### src/hw/rtl/cevv_pkg.sv
// ----------------------------------------------------------------------------
// cevv_pkg
// Shared types and constants of the csr edge view validator.
// ----------------------------------------------------------------------------
package cevv_pkg;

    localparam logic [2:0] ERR_NONE  = 3'd0;
    localparam logic [2:0] ERR_RANGE = 3'd1;
    localparam logic [2:0] ERR_ORDER = 3'd2;
    localparam logic [2:0] ERR_DUP   = 3'd3;
    localparam logic [2:0] ERR_BACK  = 3'd4;

    localparam logic [1:0] MODE_LOWER   = 2'd0;
    localparam logic [1:0] MODE_UPPER   = 2'd1;
    localparam logic [1:0] MODE_FORWARD = 2'd2;

    localparam logic [1:0] REG_NODE_COUNT     = 2'd0;
    localparam logic [1:0] REG_VIEW_MODE      = 2'd1;
    localparam logic [1:0] REG_EXPECTED_EDGES = 2'd2;

    localparam logic [63:0] MIX_GOLDEN = 64'h9e3779b97f4a7c15;
    localparam logic [63:0] MIX_MUL_A  = 64'hbf58476d1ce4e5b9;
    localparam logic [63:0] MIX_MUL_B  = 64'h94d049bb133111eb;

    typedef struct packed {
        logic [30:0] node_total;
        logic [1:0]  view_mode;
        logic [30:0] expected_edges;
    } cfg_t;

    // one queue entry: an edge key to hash, or an end marker with its error
    typedef struct packed {
        logic        is_end;
        logic [2:0]  err;
        logic [63:0] key;
    } qentry_t;

endpackage

### src/hw/rtl/cevv_in_if.sv
// ----------------------------------------------------------------------------
// cevv_in_if
// Input channel: one edge entry or end-of-stream marker per beat.
// ----------------------------------------------------------------------------
interface cevv_in_if;
    logic               valid;
    logic               ready;
    logic               req_type;
    logic [30:0]        source_node;
    logic signed [31:0] target_node;
    logic [30:0]        src_deg;
    logic [30:0]        tgt_deg;

    modport source (
        output valid, req_type, source_node, target_node, src_deg, tgt_deg,
        input  ready
    );
    modport sink (
        input  valid, req_type, source_node, target_node, src_deg, tgt_deg,
        output ready
    );
endinterface

### src/hw/rtl/cevv_out_if.sv
// ----------------------------------------------------------------------------
// cevv_out_if
// Result channel: one fingerprint and status per beat.
// ----------------------------------------------------------------------------
interface cevv_out_if;
    logic        valid;
    logic        ready;
    logic [30:0] edge_count;
    logic [63:0] hash_sum;
    logic [63:0] hash_xor;
    logic [2:0]  error_code;
    logic        count_match;

    modport source (
        output valid, edge_count, hash_sum, hash_xor, error_code, count_match,
        input  ready
    );
    modport sink (
        input  valid, edge_count, hash_sum, hash_xor, error_code, count_match,
        output ready
    );
endinterface

### src/hw/rtl/csr_edge_view_validator_unit.sv
// ----------------------------------------------------------------------------
// csr_edge_view_validator_unit
// Validates one view of a csr edge list and builds a splitmix64 fingerprint.
//
//   channel  | kind      | beat carries
//   ---------+-----------+------------------------------------------------
//   item     | stream in | req_type, source_node, target_node, degrees
//   result   | stream out| edge_count, hash_sum, hash_xor, error_code, match
//   apb      | csr       | node_total @0x0, view_mode @0x4, expected @0x8
//
// the front end takes one item a cycle while the queue has room
// each valid edge is hashed in the back end before the next one is taken,
// on the shared 32x32 multiplier doing three partial products per mix round
// rejected and ignored edges are not queued and never reach the back end
// an end marker leaves the queue once the result register is free
// reset clears control state, csr registers and sums; no clearing pass
// ----------------------------------------------------------------------------
module csr_edge_view_validator_unit
    import cevv_pkg::*;
#(
    parameter int NODE_BITS   = 31,
    parameter int QUEUE_DEPTH = 4
)
(
    input  logic        clk,
    input  logic        rst_n,
    input  logic        psel,
    input  logic        penable,
    input  logic        pwrite,
    input  logic [3:0]  paddr,
    input  logic [31:0] pwdata,
    output logic [31:0] prdata,
    output logic        pready,
    cevv_in_if.sink     item,
    cevv_out_if.source  result
);

    cfg_t    cfg_reg;
    logic    cfg_write;
    logic    push;
    logic    pop;
    logic    full;
    logic    empty;
    qentry_t push_data;
    qentry_t head;

    assign pready    = 1'b1;
    assign cfg_write = psel && penable && pwrite;

    always_ff @(posedge clk or negedge rst_n)
    begin
        if (!rst_n)
        begin
            cfg_reg <= '0;
        end
        else if (cfg_write)
        begin
            unique case (paddr[3:2])
                REG_NODE_COUNT:     cfg_reg.node_total     <= pwdata[30:0];
                REG_VIEW_MODE:      cfg_reg.view_mode      <= pwdata[1:0];
                REG_EXPECTED_EDGES: cfg_reg.expected_edges <= pwdata[30:0];
                default:            ;
            endcase
        end
    end

    always_comb
    begin
        unique case (paddr[3:2])
            REG_NODE_COUNT:     prdata = {1'b0, cfg_reg.node_total};
            REG_VIEW_MODE:      prdata = {30'b0, cfg_reg.view_mode};
            REG_EXPECTED_EDGES: prdata = {1'b0, cfg_reg.expected_edges};
            default:            prdata = '0;
        endcase
    end

    cevv_front #(
        .NODE_BITS (NODE_BITS)
    ) u_front (
        .clk       (clk),
        .rst_n     (rst_n),
        .cfg       (cfg_reg),
        .item      (item),
        .push      (push),
        .push_data (push_data),
        .full      (full)
    );

    cevv_fifo #(
        .DEPTH (QUEUE_DEPTH)
    ) u_fifo (
        .clk       (clk),
        .rst_n     (rst_n),
        .push      (push),
        .push_data (push_data),
        .full      (full),
        .pop       (pop),
        .head      (head),
        .empty     (empty)
    );

    cevv_back u_back (
        .clk    (clk),
        .rst_n  (rst_n),
        .cfg    (cfg_reg),
        .pop    (pop),
        .head   (head),
        .empty  (empty),
        .result (result)
    );

endmodule

### src/hw/rtl/cevv_fifo.sv
// ----------------------------------------------------------------------------
// cevv_fifo
// Short register queue between the check front end and the hash back end.
// ----------------------------------------------------------------------------
module cevv_fifo
    import cevv_pkg::*;
#(
    parameter int DEPTH = 4
)
(
    input  logic    clk,
    input  logic    rst_n,
    input  logic    push,
    input  qentry_t push_data,
    output logic    full,
    input  logic    pop,
    output qentry_t head,
    output logic    empty
);

    localparam int PTR_W = $clog2(DEPTH);
    localparam int CNT_W = $clog2(DEPTH + 1);

    qentry_t            entries_reg [DEPTH];
    logic [PTR_W-1:0]   wr_ptr_reg;
    logic [PTR_W-1:0]   rd_ptr_reg;
    logic [CNT_W-1:0]   count_reg;

    assign full  = (count_reg == CNT_W'(DEPTH));
    assign empty = (count_reg == '0);
    assign head  = entries_reg[rd_ptr_reg];

    always_ff @(posedge clk)
    begin
        if (push)
        begin
            entries_reg[wr_ptr_reg] <= push_data;
        end
    end

    always_ff @(posedge clk or negedge rst_n)
    begin
        if (!rst_n)
        begin
            wr_ptr_reg <= '0;
            rd_ptr_reg <= '0;
            count_reg  <= '0;
        end
        else
        begin
            if (push)
            begin
                wr_ptr_reg <= (wr_ptr_reg == PTR_W'(DEPTH - 1)) ? '0 : wr_ptr_reg + 1'b1;
            end
            if (pop)
            begin
                rd_ptr_reg <= (rd_ptr_reg == PTR_W'(DEPTH - 1)) ? '0 : rd_ptr_reg + 1'b1;
            end
            if (push && !pop)
            begin
                count_reg <= count_reg + 1'b1;
            end
            else if (pop && !push)
            begin
                count_reg <= count_reg - 1'b1;
            end
        end
    end

    a_fifo_bound: assert property (@(posedge clk) disable iff (!rst_n)
        count_reg <= CNT_W'(DEPTH))
        else $error("queue fill beyond depth");

endmodule

### src/hw/rtl/cevv_front.sv
// ----------------------------------------------------------------------------
// cevv_front
// Accepts edge beats, checks row order, range, endpoint rule and sorting,
// and queues the edge key or the end marker.
// ----------------------------------------------------------------------------
module cevv_front
    import cevv_pkg::*;
#(
    parameter int NODE_BITS = 31
)
(
    input  logic    clk,
    input  logic    rst_n,
    input  cfg_t    cfg,
    cevv_in_if.sink item,
    output logic    push,
    output qentry_t push_data,
    input  logic    full
);

    logic [NODE_BITS-1:0] last_row_reg;
    logic [NODE_BITS-1:0] last_tgt_reg;
    logic                 last_valid_reg;
    logic [2:0]           err_reg;

    logic                 accept;
    logic [NODE_BITS-1:0] src;
    logic [NODE_BITS-1:0] limit;
    logic [NODE_BITS-1:0] tgt_n;
    logic [31:0]          tgt_u;
    logic [31:0]          src32;
    logic                 range_bad;
    logic                 order_ok;
    logic                 prev_valid;
    logic                 dup;
    logic [2:0]           edge_err;
    logic [NODE_BITS-1:0] key_lo;
    logic [NODE_BITS-1:0] key_hi;
    logic                 edge_good;

    assign item.ready = !full;
    assign accept     = item.valid && !full;

    assign src   = item.source_node[NODE_BITS-1:0];
    assign limit = cfg.node_total[NODE_BITS-1:0];
    assign tgt_u = item.target_node;
    assign tgt_n = tgt_u[NODE_BITS-1:0];
    assign src32 = 32'(src);

    assign range_bad = item.target_node[31] || (tgt_u >= 32'(limit)) || (src >= limit);

    always_comb
    begin
        unique case (cfg.view_mode)
            MODE_LOWER: order_ok = tgt_u > src32;
            MODE_UPPER: order_ok = tgt_u < src32;
            default:
                order_ok = (item.src_deg < item.tgt_deg)
                        || ((item.src_deg == item.tgt_deg) && (src32 < tgt_u));
        endcase
    end

    // a new row starts with no previous target
    assign prev_valid = last_valid_reg && !(src > last_row_reg);
    assign dup        = prev_valid && (tgt_n <= last_tgt_reg);

    always_comb
    begin
        if (src < last_row_reg)
        begin
            edge_err = ERR_BACK;
        end
        else if (range_bad)
        begin
            edge_err = ERR_RANGE;
        end
        else if (!order_ok)
        begin
            edge_err = ERR_ORDER;
        end
        else if (dup)
        begin
            edge_err = ERR_DUP;
        end
        else
        begin
            edge_err = ERR_NONE;
        end
    end

    assign key_lo = (src < tgt_n) ? src : tgt_n;
    assign key_hi = (src < tgt_n) ? tgt_n : src;

    assign edge_good = accept && !item.req_type && (err_reg == ERR_NONE)
                    && (edge_err == ERR_NONE);

    assign push             = (accept && item.req_type) || edge_good;
    assign push_data.is_end = item.req_type;
    assign push_data.err    = err_reg;
    assign push_data.key    = {32'(key_lo), 32'(key_hi)};

    always_ff @(posedge clk or negedge rst_n)
    begin
        if (!rst_n)
        begin
            last_row_reg   <= '0;
            last_tgt_reg   <= '0;
            last_valid_reg <= 1'b0;
            err_reg        <= ERR_NONE;
        end
        else if (accept)
        begin
            if (item.req_type)
            begin
                last_row_reg   <= '0;
                last_valid_reg <= 1'b0;
                err_reg        <= ERR_NONE;
            end
            else if (err_reg == ERR_NONE)
            begin
                if (edge_err != ERR_NONE)
                begin
                    err_reg <= edge_err;
                end
                else
                begin
                    last_row_reg   <= src;
                    last_tgt_reg   <= tgt_n;
                    last_valid_reg <= 1'b1;
                end
            end
        end
    end

    a_err_sticky: assert property (@(posedge clk) disable iff (!rst_n)
        (err_reg != ERR_NONE && !(accept && item.req_type)) |=> err_reg == $past(err_reg))
        else $error("latched error changed before end of stream");

    a_no_edge_after_err: assert property (@(posedge clk) disable iff (!rst_n)
        (err_reg != ERR_NONE && push) |-> push_data.is_end)
        else $error("edge queued after an error was latched");

endmodule

### src/hw/rtl/cevv_back.sv
// ----------------------------------------------------------------------------
// cevv_back
// Hashes queued edge keys with one shared 32x32 multiplier, accumulates
// count, sum and xor, and drives the result register on end markers.
// ----------------------------------------------------------------------------
module cevv_back
    import cevv_pkg::*;
(
    input  logic          clk,
    input  logic          rst_n,
    input  cfg_t          cfg,
    output logic          pop,
    input  qentry_t       head,
    input  logic          empty,
    cevv_out_if.source    result
);

    localparam logic [2:0] ST_IDLE = 3'd0;
    localparam logic [2:0] ST_M0   = 3'd1;
    localparam logic [2:0] ST_M1   = 3'd2;
    localparam logic [2:0] ST_M2   = 3'd3;
    localparam logic [2:0] ST_M3   = 3'd4;
    localparam logic [2:0] ST_ACC  = 3'd5;

    logic [2:0]  state_reg;
    logic [2:0]  state_next;
    logic        round_reg;
    logic [63:0] v_reg;
    logic [63:0] prod_reg;
    logic [63:0] acc_reg;
    logic [30:0] count_reg;
    logic [63:0] sum_reg;
    logic [63:0] xor_reg;

    logic        out_valid_reg;
    logic [30:0] out_count_reg;
    logic [63:0] out_sum_reg;
    logic [63:0] out_xor_reg;
    logic [2:0]  out_err_reg;
    logic        out_match_reg;

    logic        take_end;
    logic        take_edge;
    logic [63:0] mix_in;
    logic [63:0] mix_a;
    logic [63:0] mul_k;
    logic [31:0] mul_a;
    logic [31:0] mul_b;
    logic [63:0] mul_p;
    logic [63:0] fold;
    logic [63:0] v_fin;

    assign take_end  = (state_reg == ST_IDLE) && !empty && head.is_end
                    && (!out_valid_reg || result.ready);
    assign take_edge = (state_reg == ST_IDLE) && !empty && !head.is_end;
    assign pop       = take_end || take_edge;

    assign mix_in = head.key + MIX_GOLDEN;
    assign mix_a  = mix_in ^ (mix_in >> 30);
    assign mul_k  = round_reg ? MIX_MUL_B : MIX_MUL_A;

    // low 64 bits of v * k from three partial products
    always_comb
    begin
        case (state_reg)
            ST_M1:
            begin
                mul_a = v_reg[31:0];
                mul_b = mul_k[63:32];
            end
            ST_M2:
            begin
                mul_a = v_reg[63:32];
                mul_b = mul_k[31:0];
            end
            default:
            begin
                mul_a = v_reg[31:0];
                mul_b = mul_k[31:0];
            end
        endcase
    end

    assign mul_p = {32'b0, mul_a} * {32'b0, mul_b};
    assign fold  = acc_reg + {prod_reg[31:0], 32'b0};
    assign v_fin = round_reg ? (fold ^ (fold >> 31)) : (fold ^ (fold >> 27));

    always_comb
    begin
        state_next = state_reg;
        unique case (state_reg)
            ST_IDLE: if (take_edge) state_next = ST_M0;
            ST_M0:   state_next = ST_M1;
            ST_M1:   state_next = ST_M2;
            ST_M2:   state_next = ST_M3;
            ST_M3:   state_next = round_reg ? ST_ACC : ST_M0;
            ST_ACC:  state_next = ST_IDLE;
            default: state_next = ST_IDLE;
        endcase
    end

    always_ff @(posedge clk)
    begin
        if (take_edge)
        begin
            v_reg <= mix_a;
        end
        else if (state_reg == ST_M3)
        begin
            v_reg <= v_fin;
        end
        if (state_reg == ST_M0 || state_reg == ST_M1 || state_reg == ST_M2)
        begin
            prod_reg <= mul_p;
        end
        if (state_reg == ST_M1)
        begin
            acc_reg <= prod_reg;
        end
        else if (state_reg == ST_M2)
        begin
            acc_reg <= fold;
        end
        if (take_end)
        begin
            out_count_reg <= count_reg;
            out_sum_reg   <= sum_reg;
            out_xor_reg   <= xor_reg;
            out_err_reg   <= head.err;
            out_match_reg <= (count_reg == cfg.expected_edges);
        end
    end

    always_ff @(posedge clk or negedge rst_n)
    begin
        if (!rst_n)
        begin
            state_reg     <= ST_IDLE;
            round_reg     <= 1'b0;
            count_reg     <= '0;
            sum_reg       <= '0;
            xor_reg       <= '0;
            out_valid_reg <= 1'b0;
        end
        else
        begin
            state_reg <= state_next;
            if (take_edge)
            begin
                round_reg <= 1'b0;
            end
            else if (state_reg == ST_M3)
            begin
                round_reg <= 1'b1;
            end
            if (take_end)
            begin
                count_reg <= '0;
                sum_reg   <= '0;
                xor_reg   <= '0;
            end
            else if (state_reg == ST_ACC)
            begin
                // count saturates at all ones
                if (count_reg != '1)
                begin
                    count_reg <= count_reg + 1'b1;
                end
                sum_reg <= sum_reg + v_reg;
                xor_reg <= xor_reg ^ v_reg;
            end
            if (take_end)
            begin
                out_valid_reg <= 1'b1;
            end
            else if (result.ready)
            begin
                out_valid_reg <= 1'b0;
            end
        end
    end

    assign result.valid       = out_valid_reg;
    assign result.edge_count  = out_count_reg;
    assign result.hash_sum    = out_sum_reg;
    assign result.hash_xor    = out_xor_reg;
    assign result.error_code  = out_err_reg;
    assign result.count_match = out_match_reg;

    a_acc_second_round: assert property (@(posedge clk) disable iff (!rst_n)
        (state_reg == ST_ACC) |-> round_reg)
        else $error("accumulate reached before second mix round");

    a_sum_hold: assert property (@(posedge clk) disable iff (!rst_n)
        (state_reg != ST_ACC && !take_end) |=> $stable(sum_reg) && $stable(xor_reg))
        else $error("fingerprint moved while no hash was ready");

endmodule
### src/flat_wrapper.sv
// flat-port wrapper written by rule: the top's interface ports become plain ports
module csr_edge_view_validator_unit_flat import cevv_pkg::*;
#(
    parameter int NODE_BITS   = 31,
    parameter int QUEUE_DEPTH = 4
)
  (clk, rst_n, psel, penable, pwrite, paddr, pwdata, prdata, pready, item_valid, item_req_type, item_source_node, item_target_node, item_src_deg, item_tgt_deg, item_ready, result_valid, result_edge_count, result_hash_sum, result_hash_xor, result_error_code, result_count_match, result_ready);
  cevv_in_if item_i ();
  cevv_out_if result_i ();
  input  logic clk;
  input  logic rst_n;
  input  logic psel;
  input  logic penable;
  input  logic pwrite;
  input  logic [3:0] paddr;
  input  logic [31:0] pwdata;
  output logic [31:0] prdata;
  output logic pready;
  input wire logic [$bits(item_i.valid)-1:0] item_valid;
  input wire logic [$bits(item_i.req_type)-1:0] item_req_type;
  input wire logic [$bits(item_i.source_node)-1:0] item_source_node;
  input wire logic [$bits(item_i.target_node)-1:0] item_target_node;
  input wire logic [$bits(item_i.src_deg)-1:0] item_src_deg;
  input wire logic [$bits(item_i.tgt_deg)-1:0] item_tgt_deg;
  output wire logic [$bits(item_i.ready)-1:0] item_ready;
  output wire logic [$bits(result_i.valid)-1:0] result_valid;
  output wire logic [$bits(result_i.edge_count)-1:0] result_edge_count;
  output wire logic [$bits(result_i.hash_sum)-1:0] result_hash_sum;
  output wire logic [$bits(result_i.hash_xor)-1:0] result_hash_xor;
  output wire logic [$bits(result_i.error_code)-1:0] result_error_code;
  output wire logic [$bits(result_i.count_match)-1:0] result_count_match;
  input wire logic [$bits(result_i.ready)-1:0] result_ready;
  assign item_i.valid = item_valid;
  assign item_i.req_type = item_req_type;
  assign item_i.source_node = item_source_node;
  assign item_i.target_node = item_target_node;
  assign item_i.src_deg = item_src_deg;
  assign item_i.tgt_deg = item_tgt_deg;
  assign item_ready = item_i.ready;
  assign result_valid = result_i.valid;
  assign result_edge_count = result_i.edge_count;
  assign result_hash_sum = result_i.hash_sum;
  assign result_hash_xor = result_i.hash_xor;
  assign result_error_code = result_i.error_code;
  assign result_count_match = result_i.count_match;
  assign result_i.ready = result_ready;
  csr_edge_view_validator_unit #(.NODE_BITS(NODE_BITS), .QUEUE_DEPTH(QUEUE_DEPTH)) u_core (.clk(clk), .rst_n(rst_n), .psel(psel), .penable(penable), .pwrite(pwrite), .paddr(paddr), .pwdata(pwdata), .prdata(prdata), .pready(pready), .item(item_i), .result(result_i));
endmodule
### config.mk
export PLATFORM = sky130hd
export DESIGN_NAME = csr_edge_view_validator_unit_flat
export DESIGN_NICKNAME = d
export VERILOG_FILES = /design/src/hw/rtl/cevv_pkg.sv /design/src/hw/rtl/cevv_in_if.sv /design/src/hw/rtl/cevv_out_if.sv /design/src/hw/rtl/csr_edge_view_validator_unit.sv /design/src/hw/rtl/cevv_fifo.sv /design/src/hw/rtl/cevv_front.sv /design/src/hw/rtl/cevv_back.sv /design/src/flat_wrapper.sv
export SDC_FILE = /design/constraint.sdc
export NUM_CORES = 2
export LEC_CHECK = 0
export ABC_AREA = 1
export BUFFER_PORTS_ARGS = -buffer_cell sky130_fd_sc_hd__clkbuf_2
export CORE_ASPECT_RATIO = 0.7
export CORE_MARGIN = 1.5
export CORE_UTILIZATION = 58
export CTS_BUF_LIST = sky130_fd_sc_hd__clkbuf_8
export DETAILED_ROUTE_END_ITERATION = 12
export GPL_TIMING_DRIVEN = 0
export MAX_ROUTING_LAYER = met4
export PLACE_DENSITY_LB_ADDON = 0.25
export RECOVER_POWER = 25
export SYNTH_ARGS = -nofsm -noshare
export SYNTH_HDL_FRONTEND = slang
export SYNTH_SLANG_ARGS = --single-unit
### constraint.sdc
create_clock -name clk -period 9.94 [get_ports clk]
set_input_delay 0.497 -clock clk [delete_from_list [all_inputs] [get_ports clk]]
set_output_delay 0.497 -clock clk [all_outputs]
set_load 0.01 [all_outputs]
==> results.ini <==
[synthesis]
synth_cells=9350
ys_seq_elements=920
synth_edf_count=619
yosys_warnings=0
synthDistinctLibCells=68
synth-main-ff-cell=edfxtp_1
syn_area_mm2=0.0815
async_flop_share=0.327
seq_area_frac_synth=0.320
avgSynthCellArea_um2=8.72

[layout]
area_delta_synth_final_pct=10.6
nets=11549
final_cell_mix=1869 x nand2_1, 1813 x inv_1, 799 x fa_1
largest_register_ffs=264
final-instance-count-excl-fill=11922
postLayoutCoreUtil=0.649
layout_commonest_cell=nand2_1
drive_above_1_share=0.0976

[place]
place_hpwl_um=263000
portBuffers=361
place_inst=11593
pre_cts_ws_ps=-1750
gp_congestion=1.15

[sta]
tightest_slew_ps=5660
max_freq_mhz=101
hold-worst-slack_ps=79.7
slew_viol_final=186
setup_viol=0
max_slew_margin=-2.77
finalCritPeriodShare=0.993
setup_slack_ps=64.9
period_minus_slack_ps=9880
finalHoldViolations=0
clock_skew_ps=75.1

[worst_setup_path]
crit_top_cell=fa_1
crit_path_top_delay_cell=o21ai_4
worst-setup-path-type=reg -> reg
critical_path_buf_inv_count=10
path_max_fanout=11
worst_setup_path_start_kind=flop
max_stage_delay_ps=600
worstPathRequired_ps=10640
rr_startpoint=u_core.u_back.state_reg[1]
r2r_cells=31
critPathLaunch=u_core.u_back.state_reg[1]
r2r_slack_ps=60
cp_top_family=adder cells
worstReg2RegEnd=u_core.u_back.prod_reg[43]
crit_arrival_ps=10570
crit_path_end_kind=flop

[global_route]
grt_pass1_wl_um=456000
antenna_found_initial=14
grt_usage=0.461
overflow=0
grt_pass1_vias=68686
grt_max_degree=91

[drt]
postRouteWirelength_um=321000
routedWlPerCell_um=26.9
vias_per_cell=6.00
drtIter0Drc=11057
vias=71590
ant_nets=0
first_pass_iters=9
drc=0

[min_path]
worstHoldEndpoint=u_core.cfg_reg[32]
min_from=paddr[2]
hp-class=in -> reg
min_delay_path_depth=3

[clock_tree]
clk_pin_slew_ps=80
cts_root_buf=clkbuf_8
cts_tree=yes
cts_sinks=920
clk-insertion-delay-late_ps=950
htreeDepth=4
cts_buffers=143
clockBufferDepth=3

[floorplan]
dieWidth_um=451
io-pin-count=367
die_h_um=317
core-area_mm2=0.139
initial_core_util=0.587
die_area_mm2=0.143
fp-row-count=114

[outcome]
outcome=finished, violations left
violations=capacitance limit, slew limit

[job]
cap_violations=6

-- cell type report --
cell class              instances  area [µm²]
multi-input cells            6349       47600
clock inverters               107         901
plain buffers                 242        1230
diodes                         11        27.5
repair buffers                445        2830
inverters                    1836        6920
flip-flops and latches        920       26100
well taps                    1856        2320
clock buffers                 156        2150
fillers                     11442       48700
-- metal layers --
| layer | up-vias | wire length (µm) | GRT usage |
|---|---|---|---|
| met5 | - | 0 | - |
| met4 | 0 | 12200 | 0.152 |
| met3 | 738 | 57200 | 0.212 |
| met2 | 5339 | 124000 | 0.591 |
| met1 | 34623 | 128000 | 0.637 |
| li1 | 30890 | - | - |
-- logic make-up after synthesis --
kind of cell,after synthesis,synth area share
flops,920,0.320
buf+inv,2082,0.0989
simple gates,3424,0.175
compound gates,1239,0.0845
fa+ha+maj,1443,0.295
other cells,2,0.0000921
xor+xnor,240,0.0258
-- synth_stat cells (all sizes together) (3+ instances only) --
master | count | area share
a211oi | 4 | 0.00037
a21boi | 14 | 0.0014
a21o | 41 | 0.0038
a21oi | 401 | 0.025
a221oi | 6 | 0.00064
a31oi | 48 | 0.0037
and2 | 6 | 0.00046
and3 | 6 | 0.00046
buf | 94 | 0.0073
clkbuf | 152 | 0.0070
clkinv | 13 | 0.00060
dfrtp | 301 | 0.092
edfxtp | 619 | 0.23
fa | 799 | 0.20
ha | 644 | 0.099
inv | 1823 | 0.084
nand2 | 1902 | 0.089
nand3 | 360 | 0.022
nand3b | 22 | 0.0020
nand4 | 88 | 0.0068
nor2 | 850 | 0.040
nor3 | 76 | 0.0053
nor3b | 3 | 0.00028
nor4 | 24 | 0.0018
o211ai | 28 | 0.0029
o21a | 37 | 0.0034
o21ai | 580 | 0.036
o21bai | 34 | 0.0032
o221ai | 3 | 0.00032
o22ai | 21 | 0.0016
o31ai | 13 | 0.0012
or2 | 82 | 0.0063
xnor2 | 68 | 0.0073
xor2 | 172 | 0.018
-- stage by stage --
| stage | setup TNS, ps | cell area (µm²) |
|---|---|---|
| final | 0 | 90100 |
| after global routing | -99.9 | 90100 |
| after CTS | 0 | 89900 |
| after detailed placement | -50040 | 86200 |
| after global placement | -224990 | 85600 |
| after floorplan | 0 | 81500 |
-- worst max path at each step --
stage                                      end  slack (ps)  cells after the start
detailed placement  u_core.u_back.prod_reg[61]       -1750                     31
CTS                 u_core.u_back.prod_reg[58]         0.4                     28
global placement    u_core.u_back.prod_reg[58]       -3080                     28
finish              u_core.u_back.prod_reg[43]          60                     31
floorplan           u_core.u_back.prod_reg[37]        1030                     31
global route        u_core.u_back.prod_reg[61]        -100                     32
-- worst reg2reg max path, delay by kind of cell (launching register included) --
family / cells / cell delay, ps
fa+ha+maj: 9 / 4630
compound gates: 7 / 2320
buf+inv: 10 / 1410
simple gates: 4 / 750
flops: 1 / 380
xor+xnor: 1 / 170
-- repair_timing --
action,in CTS,in global routing
pin swaps,1,5
hold buffers,47,0
setup endpoints to repair,47,36
setup buffers,1,11
hold endpoints to repair,135,0
gates resized for setup,67,81
Power is not shown: default switching activity piles up to over one toggle a cycle in this logic, so the estimate is an artifact.
